`src/rtl/pcfv_sqrt_cell.sv`:
```
// one bit of the restoring square root, one cell per result bit
module pcfv_sqrt_cell #(
    parameter int VW     = 67,
    parameter int SW     = 34,
    parameter int BIT    = 0,
    parameter int SIDE_W = 8
) (
    input  logic              clk,
    input  logic              rst_n,
    input  logic              en,
    input  logic              vin,
    input  logic [VW-1:0]     rem_in,
    input  logic [SW-1:0]     root_in,
    input  logic [SIDE_W-1:0] side_in,
    output logic              vout,
    output logic [VW-1:0]     rem_out,
    output logic [SW-1:0]     root_out,
    output logic [SIDE_W-1:0] side_out
);

    localparam logic [VW:0] ONE_W  = (VW+1)'(1);
    localparam logic [SW-1:0] ONE_S = SW'(1);

    logic [VW:0]       trial;
    logic              take;
    logic [VW-1:0]     rem_next;
    logic [SW-1:0]     root_next;
    logic              vld_reg;
    logic [VW-1:0]     rem_reg;
    logic [SW-1:0]     root_reg;
    logic [SIDE_W-1:0] side_reg;

    // trial subtrahend (2r + 2^b) * 2^b
    always_comb
    begin
        trial     = ((VW+1)'(root_in) << (BIT + 1)) + (ONE_W << (2 * BIT));
        take      = ({1'b0, rem_in} >= trial);
        rem_next  = take ? VW'({1'b0, rem_in} - trial) : rem_in;
        root_next = take ? (root_in | (ONE_S << BIT)) : root_in;
    end

    // valid flag
    always_ff @(posedge clk or negedge rst_n)
    begin
        if (!rst_n)
            vld_reg <= 1'b0;
        else if (en)
            vld_reg <= vin;
    end

    // data
    always_ff @(posedge clk)
    begin
        if (en)
        begin
            rem_reg  <= rem_next;
            root_reg <= root_next;
            side_reg <= side_in;
        end
    end

    assign vout     = vld_reg;
    assign rem_out  = rem_reg;
    assign root_out = root_reg;
    assign side_out = side_reg;

endmodule

```
`config.mk`:
```
export PLATFORM = sky130hd
export DESIGN_NAME = pcfv_sqrt_cell
export DESIGN_NICKNAME = d
export VERILOG_FILES = /design/src/rtl/pcfv_sqrt_cell.sv
export SDC_FILE = /design/constraint.sdc
export NUM_CORES = 1
export LEC_CHECK = 0
export BUFFER_PORTS_ARGS = -buffer_cell sky130_fd_sc_hd__buf_2
export CAP_MARGIN = 20
export CORE_ASPECT_RATIO = 1.2
export CORE_UTILIZATION = 53
export CTS_CLUSTER_DIAMETER = 120
export CTS_CLUSTER_SIZE = 40
export DETAILED_ROUTE_END_ITERATION = 10
export PLACE_DENSITY = 0.9
export SLEW_MARGIN = 20
export SYNTH_ARGS = -nofsm -noshare
export SYNTH_HDL_FRONTEND = slang
export SYNTH_SLANG_ARGS = --single-unit
```
`constraint.sdc`:
```
create_clock -name clk -period 2.36 [get_ports clk]
set_clock_uncertainty 0.1 [all_clocks]
set_input_delay 0.59 -clock clk [delete_from_list [all_inputs] [get_ports clk]]
set_output_delay 0.59 -clock clk [all_outputs]
set_load 0.02 [all_outputs]
```
# Yosys cells after proc, flatten, opt, wreduce, memory -nomap -nowiden
# Index checks and enable logic that the tools add are counted.
totals:
  in_bits: 113
  regBits: 110
  output_inout_bits: 110
  wordCells: 9
op_classes:
  mux: 1
  n_addsub: 2
  order_cmp: 1
ops:
  columns: ["cell", "count"]
  rows:
  - ["$ge 67x36->1", 1]
  - ["$mux 67", 1]
  - ["$sub 67x36->67", 1]
  - ["$add 35x1->36 const B", 1]

# Longest topological paths before layout
depth:
  ltp_word: 3
  depth_mapped: 13
  depth_no_buf: 11

# Worst setup path before layout
# OpenSTA, ideal clock, no wires.
synth_path:
  path_kind: "input-to-reg"
  from: "input port rem_in[48]"
  to: "register rem_reg[46] (netlist: rem_out[46]), data pin"
  setup_time_ps: 271
  required_ps: 1989
  arrival_time_ps: 3335
  cell_stages: 9
  slack_ps: -1347
  path_buffers: 1
  path_cell_list: "or3_1 > or4_4 > or4_4 > or4_4 > nor4_2 > a21o_1 > buf_4 > nor4_1 > xor2_1"
synth_between:
  elab_chain_cells: 2
synth_lines:
  columns: ["element", "line", "text"]
  rows:
  - ["from (decl)", "12", "input logic [VW-1:0] rem_in,"]
  - ["$ge 67x36->1", "37", "take = ({1'b0, rem_in} >= trial);"]
  - ["$mux 67", "38", "rem_next = take ? VW'({1'b0, rem_in} - trial) : rem_in;"]
  - ["named net rem_next[46]", "26", "logic [VW-1:0] rem_next;"]
  - ["to (signal assigned)", "56", "rem_reg <= rem_next;"]
  - ["to (decl)", "29", "logic [VW-1:0] rem_reg;"]
# The timed path passes the listed nets, and every way through them passes these cells.
# A chain may end at the register's enable or synchronous reset.

# Worst setup path after layout
layout_path:
  from: "input port rem_in[48]"
  to: "register rem_reg[50] (netlist: rem_out[50]), data pin"
layout_between:
  elab_chain_cells: 2
  word_cells_on_any_way: 3
  cone_classes: "add/sub (1); order compare (1); mux (1)"
layout_lines:
  columns: ["element", "line"]
  rows:
  - ["$sub 67x36->67 or $ge 67x36->1 (tied branches)", "38, 37"]
  - ["$mux 67 (*)", "38"]
  - ["named net rem_next[50]", "26"]
# Mark *: on every way through the listed nets, which the timed path passes. The rest lies on a longest branch.

==> results.cfg <==
[clock_network]
cts_tree = done
cts_sinks = 110
cts_max_level = 3
clockBufferDepth = 2
cts-root-buf = clkbuf_16
path_clk_slew_ns = 0.09
cts_inserted_buffers = 9
clkLatencyLatePin_ns = 0.35

[timing]
finalSetupViolations = 68
period_needed_ns = 3.53
relSlewSlack_pct = 55.0
worstMarginPinSlew_ns = 0.669
fin_setup_tns_ns = -73.67
setup_slack_ns = -1.17
finalHoldViolCount = 0
slew_violations = 0
min_period_over_period_pct = 149
grt_setup_unrepaired = yes
max_freq_mhz = 284

[floorplan]
die_x_um = 105
start_util_pct = 55.2
dieHeight_um = 126
fp.coreArea_um2 = 12300
pin_count = 223
num_rows = 44
dieArea_um2 = 13300

[hold_path]
worstHoldPathCells = 1
hold_end = side_out[6]
min_from = side_in[6]
hold_path_class = primary input to register

[routing]
drc = 0
vias = 7618
drt-initial-drc-count = 691
drt-total-wl_mm = 25.6
viasPerCell = 6.20
ant_nets = 0
wire_per_inst_um = 20.8
dr.pass1.iters = 5

[yosys]
synth_xor_area_share_pct = 8.40
synth_area_leaders = edfxtp_1 (48%), ha_1 (6.5%), xor2_1 (4.3%)
synth_compound_area_share_pct = 14.1
syn_area_um2 = 6780
synth.avg_cell_area_um2 = 10.4
synth_top_flop_cell = edfxtp_1
yosys.area_share.simple_pct = 16.9
synth_nets = 803
synth_most_common_cell = edfxtp_1
yosysTopAreaCellShare_pct = 48.3
ys_seq_elements = 110
synth_fa_ha_area_share_pct = 6.75
yosysUniqueCellTypes = 58
synth_edf_count = 109
synthMuxAreaShare_pct = 0.166
synth.yosys.warnings = 0
synth.top_cells.by_count = edfxtp_1 (109), nor2_1 (64), nand2_1 (49)
netlist_instances = 654
async_reset_ff_share_pct = 0.909
synth_top_family_by_area = simple AND/OR/NAND/NOR gates
synth_area_leader_cell = edfxtp_1
yosysSeqAreaShare_pct = 48.6

[finish]
utilization_pct = 83.2
multi_input_area_um2 = 3480
nets = 1212
drive_gt1_share_pct = 49.2
regArea_um2 = 3300
num-fill-cells = 673
antenna_cells = 0
stdcell_count = 1229
synthToLayoutAreaGrowth_pct = 50.7

[setup_path]
crit_chain = buf_6, or3_4, or4_4, or4_4, or4_4, nor4_4, a21o_1, buf_6, nor2_4, xor2_2
cp_slowest_cell = or4_4
end_kind = register
cp_slowest_stage_delay_ns = 0.56
cp_max_fo = 6
worstPathArrival_ns = 3.53
worstPathRequired_ns = 2.36
timing.rr.end = vout
start_kind = primary input
crit_top_cell = or4_4
reg2reg_slack_ns = 1.52
r2r_start = vout
worstRegToRegCells = 1
path_class = primary input to register

[pwr]
power_density_nw_per_um2 = 579
peakVddDrop_mv = 0.404
cellLeakagePower_nw = 4.58

[grt]
grt_pass1_vias = 7380
overflow = 0
grt_pass1_wl_mm = 36.3
antenna_found_initial = 0
grt_max_degree = 65
grt_use_total_pct = 35.6

[run]
drv_cap = 0

[placement]
portBuffers = 222
dpl.hpwl_mm = 16.3
gp_congestion = 0.941
dp_cells = 1201

[status]
status = finished, violations left
failed_checks = negative setup slack
==> logic make-up (layout without fill, tap and decap cells) <==
family | Yosys count | count (layout)
xor gates and xnor gates | 65 | 65
muxes | 1 | 1
AOI/OAI and AO/OA | 146 | 146
buffers and inverters | 71 | 485
and+or+nand+nor | 225 | 225
DFF | 110 | 110
adders and majority gates | 36 | 36
==> worst max-delay path by stage <==
stage	slack, ns	depth (start not counted)	startpoint	end
floorplan	-1.16	9	rem_in[48]	rem_out[46]
CTS	-1.03	11	rem_in[48]	rem_out[61]
global route	-1.21	11	rem_in[48]	rem_out[57]
detailed placement	-1.43	10	rem_in[48]	rem_out[66]
global placement	-1.34	9	rem_in[48]	rem_out[63]
finish	-1.17	10	rem_in[48]	rem_out[50]
==> area by class of cell <==
type,instances,area share (%)
Clock inverter,7,0.539
Clock buffer,9,2.20
Timing Repair Buffer,422,27.2
Sequential cell,110,32.3
Inverter,47,1.73
Tap cell,161,1.97
Multi-Input combinational cell,473,34.0
==> layout by cell type, fill, tap and decap left out, types with 4 or more instances in the layout <==
cell type and n:
nor4_4 4, inv_1 47, nand2_1 46, ha_1 35, or3_1 9, buf_12 8, o21ai_0 25, nand3_2 5
nor3_1 11, o211ai_1 4, o21bai_1 6, o21ai_2 6, or3_4 4, o21ai_1 5, edfxtp_1 109, nor2_4 7
a21oi_1 38, a21o_1 13, a21oi_2 19, buf_4 187, nand4_1 19, nor2_1 42, buf_2 218, nor2_2 16
clkbuf_16 11, xor2_1 30, buf_6 6, xnor2_1 31, nand3_1 9, nor4_1 12, or2_2 5, nand2b_1 7
==> registers in the layout, summed over array words and instances, names as in the netlist <==
signal    flops
rem_out      67
side_out      8
root_out     34
vout          1
==> through the flow <==
stage                     worst slack, ns  cell area, um2  hold slack [ns]  power (mW)
after floorplan                     -1.16            6800            0.194        3.43
after global placement              -1.34            9470            0.266        4.22
after detailed placement            -1.43            9470            0.268        4.29
after CTS                           -1.03            9950            0.300        5.79
after global routing                -1.21           10200            0.297        6.10
final                               -1.17           10200            0.308        5.92
==> timing repair <==
| action | CTS | global route |
|---|---|---|
| gates cloned | 1 | 2 |
| endpoints found under the setup margin | 68 | 68 |
| endpoints found under the hold margin | 1 | 0 |
| gates resized for setup | 32 | 47 |
| pin swaps | 6 | 9 |
| setup buffers | 6 | 4 |
| hold buffers | 1 | 0 |
==> report_power, final <==
part | total (mW) | leakage (nW) | internal [mW] | switching, mW
sequential | 2.47 | 1.08 | 2.41 | 0.0639
combinational | 1.93 | 3.36 | 0.823 | 1.11
clock | 1.52 | 0.139 | 0.734 | 0.781
==> layer usage <==
| metal | vias up | track usage [%] | wire (um) |
|---|---|---|---|
| met1 | 3550 | 38.7 | 8500 |
| met5 | - | 0 | 0 |
| met3 | 204 | 7.25 | 2700 |
| met4 | 0 | 20.3 | 1850 |
| met2 | 644 | 64.2 | 12500 |
| li1 | 3220 | - | - |
==> worst max-delay path: cells and delay by family <==
kind / cells / cell delay [ns]
AOI/OAI and AO/OA: 1 / 0.22
xor gates and xnor gates: 1 / 0.23
buffers and inverters: 2 / 0.29
and+or+nand+nor: 6 / 2.20
Power figures use the tool's default switching activity.
