$ cat src/rtl/pcfv_div_cell.sv
// one quotient bit of both field components, restoring division
module pcfv_div_cell #(
    parameter int DENW   = 69,
    parameter int NW     = 81,
    parameter int SIDE_W = 3
) (
    input  logic              clk,
    input  logic              rst_n,
    input  logic              en,
    input  logic              vin,
    input  logic [DENW-1:0]   den_in,
    input  logic [NW-1:0]     numx_in,
    input  logic [NW-1:0]     numy_in,
    input  logic [DENW-1:0]   remx_in,
    input  logic [DENW-1:0]   remy_in,
    input  logic [NW-1:0]     qx_in,
    input  logic [NW-1:0]     qy_in,
    input  logic [SIDE_W-1:0] side_in,
    output logic              vout,
    output logic [DENW-1:0]   den_out,
    output logic [NW-1:0]     numx_out,
    output logic [NW-1:0]     numy_out,
    output logic [DENW-1:0]   remx_out,
    output logic [DENW-1:0]   remy_out,
    output logic [NW-1:0]     qx_out,
    output logic [NW-1:0]     qy_out,
    output logic [SIDE_W-1:0] side_out
);

    logic [DENW:0]     shx;
    logic [DENW:0]     shy;
    logic              bx;
    logic              by;
    logic              vld_reg;
    logic [DENW-1:0]   den_reg;
    logic [NW-1:0]     numx_reg;
    logic [NW-1:0]     numy_reg;
    logic [DENW-1:0]   remx_reg;
    logic [DENW-1:0]   remy_reg;
    logic [NW-1:0]     qx_reg;
    logic [NW-1:0]     qy_reg;
    logic [SIDE_W-1:0] side_reg;
    logic [DENW-1:0]   remx_next;
    logic [DENW-1:0]   remy_next;

    // shift in next numerator bit, compare and subtract
    always_comb
    begin
        shx       = {remx_in, numx_in[NW-1]};
        shy       = {remy_in, numy_in[NW-1]};
        bx        = (shx >= {1'b0, den_in});
        by        = (shy >= {1'b0, den_in});
        remx_next = bx ? DENW'(shx - {1'b0, den_in}) : DENW'(shx);
        remy_next = by ? DENW'(shy - {1'b0, den_in}) : DENW'(shy);
    end

    // valid flag
    always_ff @(posedge clk or negedge rst_n)
    begin
        if (!rst_n)
            vld_reg <= 1'b0;
        else if (en)
            vld_reg <= vin;
    end

    // data
    always_ff @(posedge clk)
    begin
        if (en)
        begin
            den_reg  <= den_in;
            numx_reg <= {numx_in[NW-2:0], 1'b0};
            numy_reg <= {numy_in[NW-2:0], 1'b0};
            remx_reg <= remx_next;
            remy_reg <= remy_next;
            qx_reg   <= {qx_in[NW-2:0], bx};
            qy_reg   <= {qy_in[NW-2:0], by};
            side_reg <= side_in;
        end
    end

    assign vout     = vld_reg;
    assign den_out  = den_reg;
    assign numx_out = numx_reg;
    assign numy_out = numy_reg;
    assign remx_out = remx_reg;
    assign remy_out = remy_reg;
    assign qx_out   = qx_reg;
    assign qy_out   = qy_reg;
    assign side_out = side_reg;

endmodule

$ cat config.mk
export PLATFORM = sky130hd
export DESIGN_NAME = pcfv_div_cell
export DESIGN_NICKNAME = d
export VERILOG_FILES = /design/src/rtl/pcfv_div_cell.sv
export SDC_FILE = /design/constraint.sdc
export NUM_CORES = 1
export LEC_CHECK = 0
export BUFFER_PORTS_ARGS = -buffer_cell sky130_fd_sc_hd__buf_2
export CORE_AREA = 2 2 416 418
export CTS_BUF_LIST = sky130_fd_sc_hd__clkbuf_16
export DETAILED_ROUTE_END_ITERATION = 6
export DIE_AREA = 0 0 418 420
export PLACE_DENSITY = 0.38
export SETUP_SLACK_MARGIN = 0.5
export SLEW_MARGIN = 20
export SYNTH_ARGS = -nofsm -noshare
export SYNTH_HDL_FRONTEND = slang
export SYNTH_SLANG_ARGS = --single-unit
$ cat constraint.sdc
create_clock -name clk -period 1.3 [get_ports clk]
set_input_delay 0.13 -clock clk [delete_from_list [all_inputs] [get_ports clk]]
set_output_delay 0.13 -clock clk [all_outputs]
set_load 0.03 [all_outputs]
Yosys cells after proc, flatten, opt, wreduce, memory -nomap -nowiden
Cells that the tools add are included.
{ "word_totals": {"inputBits": 538, "ff_bits": 533} }
{ "op_classes": {"n_lt_le_gt_ge": 2, "muxes": 2, "add_sub_neg": 2} }
{ "op_table": {"columns": ["operator", "n"], "rows": [
  ["70-bit by 69-bit >= comparator with 1-bit output", 2],
  ["69-bit two-way mux", 2],
  ["69-bit subtractor", 2]
]} }

Longest topological paths before layout
Gate-level depths: netlist of the first run.
{ "depth": {"word_depth": 2, "mapped_depth": 17, "depth_no_buf": 15} }

Worst setup path after synthesis of the first run
No wires, ideal clock.
{ "synth_timing": {"kind": "input port to flip-flop", "from": "in numx_in[80]", "to": "reg remx_reg[11], in the netlist remx_out[11] (data pin)", "setup_slack_ps": -1974, "t_arrival_ps": 3013, "path_buffers": 2, "path_stages": 16, "cell_sequence": "inv_1 > ha_1 > inv_1 > fa_1 > a21o_1 > a221oi_2 > o211a_1 > o211ai_2 > a21o_1 > a31o_2 > a211o_1 > a21oi_2 > o21bai_1 > buf_4 > buf_6 > mux2_4"} }
{ "synth_between": {"elab_chain_cells": 2, "elab_cells_between_ends": 3, "cone_classes": "add/sub (1); order compare (1); mux (1)"} }
{ "synth_rtl": {"columns": ["element", "line", "text"], "rows": [
  ["from (decl)", "12", "input logic [NW-1:0] numx_in,"],
  ["69-bit subtractor / 70-bit by 69-bit >= comparator with 1-bit output (equally long branches)", "53, 51", null],
  ["69-bit two-way mux (*)", "53", "remx_next = bx ? DENW'(shx - {1'b0, den_in}) : DENW'(shx);"],
  ["net remx_next[11]", "43", "logic [DENW-1:0] remx_next;"],
  ["to (signal assigned)", "74", "remx_reg <= remx_next;"],
  ["to (decl)", "38", "logic [DENW-1:0] remx_reg;"]
]} }
The timed path passes the listed nets; every way through them passes the cells marked *.
A chain may end at the register's enable or synchronous reset.

Worst setup path in the final report of the first run
{ "layout_timing": {"from": "in numx_in[80]", "to": "reg remx_reg[8], in the netlist remx_out[8] (data pin)"} }
Same word-level chain as after synthesis.

==> results of run 1 <==
==> cell type report <==
class,count,area (µm²)
antenna,13,32.5
clock buffer,72,1800
clock inverter,61,666
fill,17500,118000
inverter,111,475
multi-input combinational,1379,10700
sequential,533,16000
tap,2233,2790
timing repair buffer,2366,20400
==> routing by layer <==
| metal | track usage | part of all wire | routed length (µm) | up-vias |
|---|---|---|---|---|
| li1 | - | - | - | 12600 |
| met1 | 0.160 | 0.35 | 53000 | 13000 |
| met2 | 0.317 | 0.56 | 84400 | 882 |
| met3 | 0.0256 | 0.041 | 6170 | 264 |
| met4 | 0.0875 | 0.054 | 8270 | 8 |
| met5 | 0 | 0.00036 | 54 | - |
==> registers in the layout, indices dropped and copies added (netlist names) <==
register,flops
remy_out,69
remx_out,69
qy_out,81
den_out,69
numx_out,80
side_out,3
numy_out,80
vout,1
qx_out,81
==> per-stage QoR <==
step	TNS (ns)	cell area, µm²
finish	-248.10	52800
global route	-296.16	52800
CTS	-300.38	48600
detailed placement	-336.05	40000
global placement	-329.24	40000
floorplan	-218.50	26700
==> worst register-to-register path, cell delays in order, from the launching register on <==
cell and delay [ns]:
dfrtp_2 0.42, buf_6 0.12, mux2_4 0.26
==> kinds of logic after synthesis <==
family | synth area share
adders and majority gates | 0.0679
other | 0.000144
AOI/OAI and AO/OA | 0.141
muxes | 0.0129
xor gates and xnor gates | 0.0444
buffers and inverters | 0.0330
and+or+nand+nor | 0.0858
DFF | 0.615
==> layout by cell type, fill, tap and decap left out, drive strengths merged, types with 11 or more instances in the layout <==
cell type / n
buf: 1824
dlygate4sd3: 533
edfxtp: 532
a21oi: 294
nor2: 183
ha: 138
inv: 127
nand2: 118
o21ai: 105
a21o: 79
clkbuf: 77
xnor2: 73
xor2: 59
nand4: 51
clkinv: 31
mux2: 26
o21bai: 26
nand3: 23
nor3: 16
a31oi: 16
diode: 13
o21a: 13
nor2b: 13
nor4: 12
o31ai: 12
and3: 11
a211oi: 11
==> power by group through the flow <==
stage,clock (mW),combinational [mW],sequential (mW)
after floorplan,0,4.89,25.4
after global placement,0,16.8,22.1
after detailed placement,0,16.7,22.1
after CTS,21.6,18.7,21.7
after global routing,22.2,22.1,22.3
final,20.8,20.9,22.1
==> what timing repair did <==
action | in CTS | in global routing
gates resized for setup | 162 | 1722
buffers inserted | 12 | 21
pin swaps | 32 | 48
gates cloned | 1 | 4
hold endpoints to repair | 624 | 80
setup endpoints to repair | 673 | 782
hold buffers | 538 | 1
==> how the worst max path moves through the flow <==
stage	start	end	slack, ns
2_1_floorplan	numx_in[80]	remx_out[11]$_DFFE_PP_	-1.92
3_3_place_gp	den_in[2]	remx_out[61]$_DFFE_PP_	-2.58
3_5_place_dp	den_in[2]	remx_out[61]$_DFFE_PP_	-2.62
4_1_cts	numx_in[80]	remx_out[57]$_DFFE_PP_	-1.55
5_1_grt	numx_in[80]	remx_out[33]$_DFFE_PP_	-1.71
6_report	numx_in[80]	remx_out[8]$_DFFE_PP_	-1.65
==> results.sh, run 1 <==
export IMPL_min_path_type="primary input to register"
export IMPL_r2r_cells=2
export IMPL_final_cells=6768
export IMPL_drt_pass1_iterations=5
export IMPL_critical_path_top_delay_family="compound AO/OA/AOI/OAI gates"
export IMPL_startpoint_type="primary input"
export IMPL_dp_hpwl_mm=121
export IMPL_gp_congestion=0.863
export IMPL_synthFlopType="edfxtp_1"
export IMPL_globalRouteOverflowTotal=0
export IMPL_clk_pin_slew_worst_paths_ns=0.06
export IMPL_layout_setup_ws_ns=-1.65
export IMPL_rsz0062_at_grt="yes"
export IMPL_wire_per_inst_um=22.4
export IMPL_fin_skew_ns=0
export IMPL_antenna_found_initial=50
export IMPL_die_width_um=418
export IMPL_dp_cells=6046
export IMPL_maxCapViolations=0
export IMPL_place_worst_setup_slack_ns=-2.62
export IMPL_power_static_leakage_nw=22.6
export IMPL_area_growth_pct=103
export IMPL_power_switching_mw=20.8
export IMPL_ys_top_cells_by_count="edfxtp_1 (532), a21oi_1 (292), nor2_1 (183)"
export IMPL_yosysUniqueCellTypes=84
export IMPL_cts_tree="done"
export IMPL_avgSynthCellArea_um2=12.3
export IMPL_r2r_end="vout$_DFFE_PN0P_"
export IMPL_irDropWorstVdd_v=0.000841
export IMPL_async_flop_share=0.00188
export IMPL_holdPathEnd="numx_out[17]$_DFFE_PP_"
export IMPL_numPortBuffers=1068
export IMPL_power_frac_comb=0.327
export IMPL_ys_seq_elements=533
export IMPL_min_path_cells=2
export IMPL_min_from="en"
export IMPL_synthCells=2114
export IMPL_core_area_um2=171000
export IMPL_layout_drive_gt1_share=0.495
export IMPL_yosys_area_top_type="edfxtp_1"
export IMPL_seq_power_share=0.347
export IMPL_violations="negative hold slack, negative setup slack"
export IMPL_finalNetCount=5141
export IMPL_yosys_top_cells_area="edfxtp_1 (61%), ha_1 (6.6%), a21oi_1 (5.6%)"
export IMPL_crit_fanout=20
export IMPL_critPathArrivalTime_ns=3.39
export IMPL_max_freq_mhz=339
export IMPL_internal_power_mw=43.0
export IMPL_crit_required_ns=1.74
export IMPL_timing_hold_violations_final=35
export IMPL_die_y_um=420
export IMPL_maxSlewViolCount=0
export IMPL_vias=26800
export IMPL_io_pins=1073
export IMPL_ant_nets=0
export IMPL_max_stage_delay_ns=0.36
export IMPL_synth_top_area_frac=0.614
export IMPL_yosys_warnings=0
export IMPL_regToRegStartpoint="vout$_DFFE_PN0P_"
export IMPL_cts_buffer_depth=3
export IMPL_drc=0
export IMPL_final_util=0.309
export IMPL_grt_pass1_wl_mm=200
export IMPL_std_cell_rows=152
export IMPL_total_power_mw=63.9
export IMPL_cts_sinks=533
export IMPL_switching_share=0.326
export IMPL_rrSetupSlack_ns=0.38
export IMPL_track_usage=0.161
export IMPL_cp_buffers_inverters=4
export IMPL_fin_crit_sh=2.27
export IMPL_cts_buffers=72
export IMPL_path_depth=16
export IMPL_clock_power_share=0.326
export IMPL_synth_area_um2=26000
export IMPL_crit_path_end_kind="register"
export IMPL_grt_pass1_vias=27300
export IMPL_status="complete, but fails checks"
export IMPL_cp_common_cell="buf_12"
export IMPL_first_iter_violations=1259
export IMPL_crit_path_cell_trace="buf_12 -> inv_12 -> ha_4 -> inv_2 -> fa_2 -> a21o_1 -> a221oi_2 -> o211a_1 -> o211ai_2 -> a21o_4 -> a31o_4 -> a211o_1 -> a21oi_2 -> o21bai_4 -> buf_12 -> mux2_1"
export IMPL_worst_path_max_delay_cell="mux2_1"
export IMPL_cts_root_buf="clkbuf_16"
export IMPL_post_drt_via_cell_ratio=3.95
export IMPL_clock_latency_ns=0.68
export IMPL_yosysMostFrequentCell="edfxtp_1"
export IMPL_fin_crit_ns=2.95
export IMPL_power_density_nw_per_um2=1210
export IMPL_start_util=0.152
export IMPL_grt_max_degree=41
export IMPL_hold_worst_slack_ns=-0.0726
export IMPL_synth_edf_count=532
export IMPL_die_area_um2=176000
export IMPL_wirelength_mm=152
export IMPL_yosysSeqAreaShare=0.615
export IMPL_path_class="primary input to register"
export IMPL_slew_headroom=0.473
export IMPL_cts_max_level=3
export IMPL_finalSetupViolCount=673
export IMPL_worst_slew_pin_slew_ns=0.791
(Power assumes the default switching activity.)
==> run 2: changes to the inputs <==
- clock period: 1.3 -> 3.4 ns (I/O delays scaled with it)
==> run 2 against run 1 <==
Against the previous run:
- the flow now finishes without violations
- sequential share of layout area increased by 2.5 points
- utilization decreased by 2.3 points
- clock skew unchanged
- largest cell class unchanged
==> results.sh, run 2 (same netlist as run 1, synthesis figures left out) <==
export IMPL_crit_required_ns=3.83
export IMPL_io_pins=1073
export IMPL_drc=0
export IMPL_cts_buffers=69
export IMPL_cts_buffer_depth=3
export IMPL_rsz0062_at_grt="yes"
export IMPL_crit_fanout=19
export IMPL_timing_hold_violations_final=0
export IMPL_seq_power_share=0.360
export IMPL_power_density_nw_per_um2=469
export IMPL_cts_max_level=3
export IMPL_wire_per_inst_um=21.3
export IMPL_post_drt_via_cell_ratio=3.93
export IMPL_globalRouteOverflowTotal=0
export IMPL_maxSlewViolCount=0
export IMPL_die_y_um=420
export IMPL_clock_latency_ns=0.68
export IMPL_status="finished clean"
export IMPL_std_cell_rows=152
export IMPL_dp_cells=5910
export IMPL_numPortBuffers=1068
export IMPL_slew_headroom=0.450
export IMPL_final_cells=6602
export IMPL_vias=25900
export IMPL_core_area_um2=171000
export IMPL_die_area_um2=176000
export IMPL_dp_hpwl_mm=111
export IMPL_grt_pass1_vias=26700
export IMPL_fin_crit_sh=0.965
export IMPL_start_util=0.152
export IMPL_min_from="remy_in[42]"
export IMPL_startpoint_type="primary input"
export IMPL_ant_nets=0
export IMPL_place_worst_setup_slack_ns=-1.27
export IMPL_max_freq_mhz=305
export IMPL_cts_sinks=533
export IMPL_critPathArrivalTime_ns=3.71
export IMPL_wirelength_mm=140
export IMPL_die_width_um=418
export IMPL_drt_pass1_iterations=5
export IMPL_path_class="primary input to register"
export IMPL_min_path_type="primary input to register"
export IMPL_switching_share=0.337
export IMPL_grt_max_degree=68
export IMPL_power_static_leakage_nw=20.9
export IMPL_irDropWorstVdd_v=0.000329
export IMPL_final_cell_mix="buf_2 (1054), buf_4 (555), edfxtp_1 (532), dlygate4sd3_1 (461), a21oi_1 (213)"
export IMPL_track_usage=0.151
export IMPL_clk_pin_slew_worst_paths_ns=0.06
export IMPL_fin_crit_ns=3.28
export IMPL_first_iter_violations=1144
export IMPL_hold_worst_slack_ns=0.0546
export IMPL_power_frac_comb=0.320
export IMPL_finalNetCount=4975
export IMPL_internal_power_mw=15.2
export IMPL_worst_slew_pin_slew_ns=0.826
export IMPL_gp_congestion=0.845
export IMPL_tns_ns=0
export IMPL_clock_power_share=0.320
export IMPL_cts_root_buf="clkbuf_16"
export IMPL_cts_tree="done"
export IMPL_grt_pass1_wl_mm=190
export IMPL_power_switching_mw=7.72
export IMPL_antenna_found_initial=40
export IMPL_final_common_cell="buf_2"
export IMPL_crit_path_end_kind="register"
export IMPL_critPathLaunch="numx_in[80]"
export IMPL_layout_drive_gt1_share=0.503
export IMPL_maxCapViolations=0
export IMPL_layout_setup_ws_ns=0.119
export IMPL_finalSetupViolCount=0
export IMPL_regToRegStartpoint="vout$_DFFE_PN0P_"
export IMPL_fin_skew_ns=0
export IMPL_fillers=18000
export IMPL_area_growth_pct=87.5
-- run 2: changes by cell type in the layout (fill, tap and decap cells not counted), sizes merged, moves of 5 or more --
cell         delta
buf            -89
dlygate4sd3    -72
clkinv          -8
diode           +8
inv             +7
bufinv          -5
clkbuf          -5
-- run 2: routing by layer --
metal | wire length (µm) | part of all wire | vias up | track usage
li1 | - | - | 12300 | -
met1 | 50000 | 0.36 | 12600 | 0.153
met2 | 77300 | 0.55 | 840 | 0.293
met3 | 6720 | 0.048 | 227 | 0.0312
met4 | 6230 | 0.044 | 14 | 0.0724
met5 | 90 | 0.00064 | - | 0
-- run 2: path summary, 6_finish.rpt --
check,endpoint,slack [ns],cells after the start
max,remx_out[28]$_DFFE_PP_,0.12,18
min,remy_out[43]$_DFFE_PP_,0.05,3
max reg2reg,vout$_DFFE_PN0P_,2.66,1
min reg2reg,vout$_DFFE_PN0P_,0.51,1
max in group asynchronous,vout$_DFFE_PN0P_,2.76,3
min in group asynchronous,vout$_DFFE_PN0P_,0.53,3
-- run 2: per-stage QoR --
stage	area, µm²	power, mW	util
finish	48800	22.9	0.285
detailed placement	38500	14.5	0.225
floorplan	26300	11.5	-
CTS	47500	23.0	0.278
global route	48800	23.9	0.285
global placement	38500	14.5	0.225
-- run 2: layout make-up --
class,instances,area [µm²],area share
repair buffers,2203,16100,0.330
flip-flops and latches,533,16000,0.328
clock buffers,69,1730,0.0354
inverters,111,465,0.00954
diodes,21,52.6,0.00108
clock inverters,53,479,0.00982
multi-input cells,1379,11200,0.229
well taps,2233,2790,0.0572
-- run 2: worst max-delay path, cell delays in order --
cell	delay, ns
buf_12	0.11
inv_12	0.05
ha_4	0.13
inv_2	0.04
fa_2	0.34
a21o_1	0.20
a221oi_2	0.30
o211a_4	0.26
o211ai_4	0.12
a21o_4	0.27
a31o_4	0.25
a211o_1	0.30
a21oi_4	0.20
o21bai_4	0.11
buf_12	0.17
bufbuf_16	0.31
nor2_1	0.08
a21oi_1	0.05
-- run 2: repair_timing --
item	in CTS	in global routing
pin swaps	77	59
gates resized for setup	308	217
endpoints found under the setup margin	139	135
hold endpoints to repair	461	2
setup buffers	45	26
gates cloned	11	4
hold buffers	461	2
-- run 2: power by group through the flow --
stage / clock [mW] / sequential [mW] / combinational [mW]
3_3_place_gp: 0 / 8.39 / 6.11
4_1_cts: 7.65 / 8.27 / 7.08
2_1_floorplan: 0 / 9.70 / 1.76
5_1_grt: 7.85 / 8.31 / 7.77
3_5_place_dp: 0 / 8.39 / 6.08
6_report: 7.33 / 8.26 / 7.33
